[src/hdl/swc_pkg.sv]
// Shared types and constants for the separative work calculator.
// No dependencies; every other file of the block imports this package.
`default_nettype none

package swc_pkg;

  // Mass format of product, feed, tails and separative work
  localparam int MASS_W = 48;
  localparam int MASS_HALF_W = MASS_W / 2;
  localparam logic [MASS_W-1:0] MASS_MAX = {1'b0, {(MASS_W-1){1'b1}}};
  localparam logic [MASS_W-1:0] MASS_MIN = {1'b1, {(MASS_W-1){1'b0}}};

  // Logarithm unit: normalization by binary search, then one squaring per fraction bit
  localparam int NRM_W = 32;
  localparam int NRM_STEPS = 5;
  localparam int LOG_EXP_W = 5;
  localparam int LOG_FRAC_BITS = 28;
  localparam int LOG_W = LOG_EXP_W + LOG_FRAC_BITS;
  localparam int LOG_LAT = NRM_STEPS + LOG_FRAC_BITS;

  // Value function V(x) in Q.24
  localparam int VAL_FRAC_BITS = 24;
  localparam int VAL_W = 29;
  localparam int LN2_W = 30;
  localparam logic [LN2_W-1:0] LN2_Q30 = 30'd744261118;
  localparam int LN_SHIFT = LOG_FRAC_BITS + LN2_W - VAL_FRAC_BITS;
  localparam int VAL_LAT = LOG_LAT + 3;

  // Wide multiplier and restoring divider
  localparam int MUL_LAT = 2;
  localparam int DIV_LAT = MASS_W + 1;

  // Result status codes
  localparam int STATUS_W = 2;
  typedef enum logic [STATUS_W-1:0] {
    ST_OK        = 2'd0,
    ST_BAD_ASSAY = 2'd1,
    ST_EQUAL     = 2'd2
  } status_t;

  // Output payload
  localparam int OUT_W = 3 * MASS_W + STATUS_W;
  localparam int OUT_TW = ((OUT_W + 7) / 8) * 8;

endpackage

`default_nettype wire

[src/hdl/swc_mulwide.sv]
// Two-stage 48 by B_W bit multiplier built from four registered partial products.
// Depends on swc_pkg.
`default_nettype none

module swc_mulwide
  import swc_pkg::*;
#(
  parameter int B_W = 24
) (
  input  logic                  clk,
  input  logic                  en,
  input  logic [MASS_W-1:0]     p,
  input  logic [B_W-1:0]        b,
  output logic [MASS_W+B_W-1:0] prod
);

  localparam int PW = MASS_W + B_W;
  localparam int HW = MASS_HALF_W;
  localparam int BL = (B_W + 1) / 2;
  localparam int BH = B_W - BL;

  logic [HW+BL-1:0] pp_ll_r;
  logic [HW+BH-1:0] pp_lh_r;
  logic [HW+BL-1:0] pp_hl_r;
  logic [HW+BH-1:0] pp_hh_r;
  logic [PW-1:0]    prod_r;
  logic [PW-1:0]    prod_nxt;

  assign prod_nxt = PW'(pp_ll_r) + (PW'(pp_lh_r) << BL) + (PW'(pp_hl_r) << HW)
                  + (PW'(pp_hh_r) << (HW + BL));

  always_ff @(posedge clk) begin
    if (en) begin
      pp_ll_r <= (HW+BL)'(p[HW-1:0])      * (HW+BL)'(b[BL-1:0]);
      pp_lh_r <= (HW+BH)'(p[HW-1:0])      * (HW+BH)'(b[B_W-1:BL]);
      pp_hl_r <= (HW+BL)'(p[MASS_W-1:HW]) * (HW+BL)'(b[BL-1:0]);
      pp_hh_r <= (HW+BH)'(p[MASS_W-1:HW]) * (HW+BH)'(b[B_W-1:BL]);
      prod_r  <= prod_nxt;
    end
  end

  assign prod = prod_r;

endmodule

`default_nettype wire

[config.mk]
export PLATFORM = sky130hd
export DESIGN_NAME = swc_mulwide
export DESIGN_NICKNAME = d
export VERILOG_FILES = /design/src/hdl/swc_pkg.sv /design/src/hdl/swc_mulwide.sv
export SDC_FILE = /design/constraint.sdc
export NUM_CORES = 2
export LEC_CHECK = 0
export BUFFER_PORTS_ARGS = -buffer_cell sky130_fd_sc_hd__clkbuf_2
export CAP_MARGIN = 30
export CORE_MARGIN = 5
export CORE_UTILIZATION = 50
export DETAILED_ROUTE_END_ITERATION = 7
export PLACE_DENSITY = 0.66
export SYNTH_ARGS = -nofsm -noshare
export SYNTH_HDL_FRONTEND = slang
export SYNTH_SLANG_ARGS = --single-unit
[constraint.sdc]
create_clock -name clk -period 10.1 [get_ports clk]
set_input_delay 3.03 -clock clk [delete_from_list [all_inputs] [get_ports clk]]
set_output_delay 3.03 -clock clk [all_outputs]
set_load 0.01 [all_outputs]
==> results.cfg <==
[outcome]
outcome = completed

[clock_network]
clk_pin_slew_worst_paths_ps = 60
postCtsSetupRepairBufs = 0
clock-sinks = 216
clockRootBuffer = clkbuf_16
cts-htree-levels = 1
hold_buffers = 0
cts_resized = 0
clock_latency_ps = 600
cts_tree = done
cts_buffers = 27
clockBufferDepth = 3

[detailed_routing]
drc = 0
routed_wl_um = 116000
antenna_left = 0
wl_per_cell_um = 18.8
vias = 33398
vias_per_cell = 5.42
drtPass1Iterations = 6
dr.first_iter.drc_count = 2293

[floorplanning]
rows = 111
start_util_pct = 50.2
die_area_um2 = 97900
pin_count = 146
die_x_um = 313
die_y_um = 313
coreArea_um2 = 91400

[synth]
ys_top_cells_by_area = fa_1 40%, edfxtp_1 14%, ha_1 10%
synthesis.area_um2 = 45800
synthesis.nets = 6312
yosys.area.top_type = fa_1
synth_enable_flop_cells = 216
synth_seq_cells = 216
synthArstFlopShare_pct = 0
synthCells = 4965
synthTopCellsByCount = 1020 x inv_1, 911 x nand2_1, 905 x fa_1
postSynthAreaPerCell_um2 = 9.23
synthFlopType = edfxtp_1
synth_cell_types = 81
ys_seq_area_share_pct = 14.1
synthMostInstantiatedCell = inv_1
yosysTopAreaCellShare_pct = 39.5
yosysWarnings = 0

[timing]
period_share_pct = 88.3
max_freq_ghz = 0.112
tns_ps = 0
worst_pin_slew_ps = 985
hold_violations = 0
maxSlewHeadroom_pct = 34.3
slew_violations = 0
finalCriticalPeriod_ps = 8920
final-setup-viol-count = 0
rsz0062_at_grt = no
clock_skew_ps = 14.8

[global_routing]
grt_usage_pct = 24.3
antenna_found_initial = 7
grt_overflow = 0
gr-usage-met3_pct = 4.80
grt-busiest-layer = met2
gr-usage-met2_pct = 39.2
grt_max_degree = 104
grt_first_pass_wirelength_um = 191000
grt_pass1_vias = 35405
grt_use_met1_pct = 34.7

[worst_setup_path]
crit_arrival_ps = 9300
cp-end-kind = register
reg2reg_depth = 11
startpoint = b[4]
critical_path_required_ps = 10480
crit_type = in2reg
r2r-start = pp_ll_r[26]
start_kind = primary input
crit_fanout = 28

[worst_hold_path]
hp-start = pp_ll_r[10]
hold_path_class = reg2reg
hold_depth = 0

[finish]
layout.cells.non_filler = 6159
multiInputGateArea_um2 = 34600
fill_cells = 8354
regArea_um2 = 6490
areaGrowthSynthToFinish_pct = 5.97
fin_area_um2 = 48600
drive_above_1_share_pct = 5.67
nNetsFinal = 6304

[place]
place_area_um2 = 47700
placed_cells = 6112
routabilityCongestion = 0.884
place_hpwl_um = 90600
io_buffer_count = 145

[job]
cap_violations = 0
## final timing paths
| check | end | slack [ps] |
|---|---|---|
| worst max-delay path | pp_hl_r[28] | 1180 |
| worst max register to register | prod[70] | 5590 |
| worst min-delay path | prod[10] | 420 |
| worst min register to register | prod[10] | 420 |
## metal layers
| metal | share of wire (%) | wire, µm |
|---|---|---|
| met2 | 46 | 53100 |
| met1 | 44 | 51200 |
| met4 | 2.1 | 2380 |
| met3 | 8.1 | 9390 |
| met5 | 0 | 0 |
## critical path, cell delays in order
cell	delay [ps]
clkbuf_2	630
nand2_1	170
fa_1	570
fa_1	460
fa_1	550
inv_1	50
fa_1	470
inv_1	50
fa_1	470
inv_1	40
ha_1	190
or3_1	430
o2111ai_1	470
a311oi_1	220
o31ai_1	300
nand2b_1	170
a31oi_1	460
o21ai_0	200
xnor2_1	320
## sequential cells by signal, indices dropped and copies added, names as in the netlist
register / count
prod: 72
pp_hh_r: 36
pp_hl_r: 36
pp_lh_r: 36
pp_ll_r: 36
## metrics by stage
step	setup slack (ps)	util [%]	hold slack, ps
4_1_cts	1390	53.1	415
3_5_place_dp	783	52.2	405
6_report	1180	53.2	416
2_1_floorplan	1610	-	400
3_3_place_gp	916	52.1	401
5_1_grt	1040	53.2	419
## layout by cell type (no fill, tap or decap), types with 25 or more instances in the layout
cell type,instances
nor2_1,101
nand2_1,911
buf_4,57
and2_1,338
nand3_1,38
a21oi_1,155
clkbuf_16,27
xnor2_1,112
ha_1,368
clkbuf_2,144
edfxtp_1,216
fa_1,905
a21o_1,78
o21a_1,27
inv_1,1020
nand4_1,25
a31oi_1,26
o21ai_0,75
xor2_1,60
## logic make-up after synthesis
logic type | Yosys count | share of synthesized area [%]
compound gates | 499 | 7.13
buf+inv | 1266 | 10.4
flops | 216 | 14.1
simple gates | 1537 | 15.4
mux | 2 | 0.0464
fa+ha+maj | 1273 | 49.6
xor+xnor | 172 | 3.29
## cell type report
| class | count | area share, % |
|---|---|---|
| Tap cell | 1186 | 3.05 |
| Inverter | 1020 | 7.88 |
| Timing Repair Buffer | 209 | 2.70 |
| Multi-Input combinational cell | 3483 | 71.2 |
| Sequential cell | 216 | 13.4 |
| Clock buffer | 30 | 1.41 |
| Antenna cell | 1 | 0.00515 |
| Clock inverter | 14 | 0.384 |
Power is left out: the tool's default activity adds up to more than one toggle a clock period on the data nets, which glitch-free logic cannot reach.
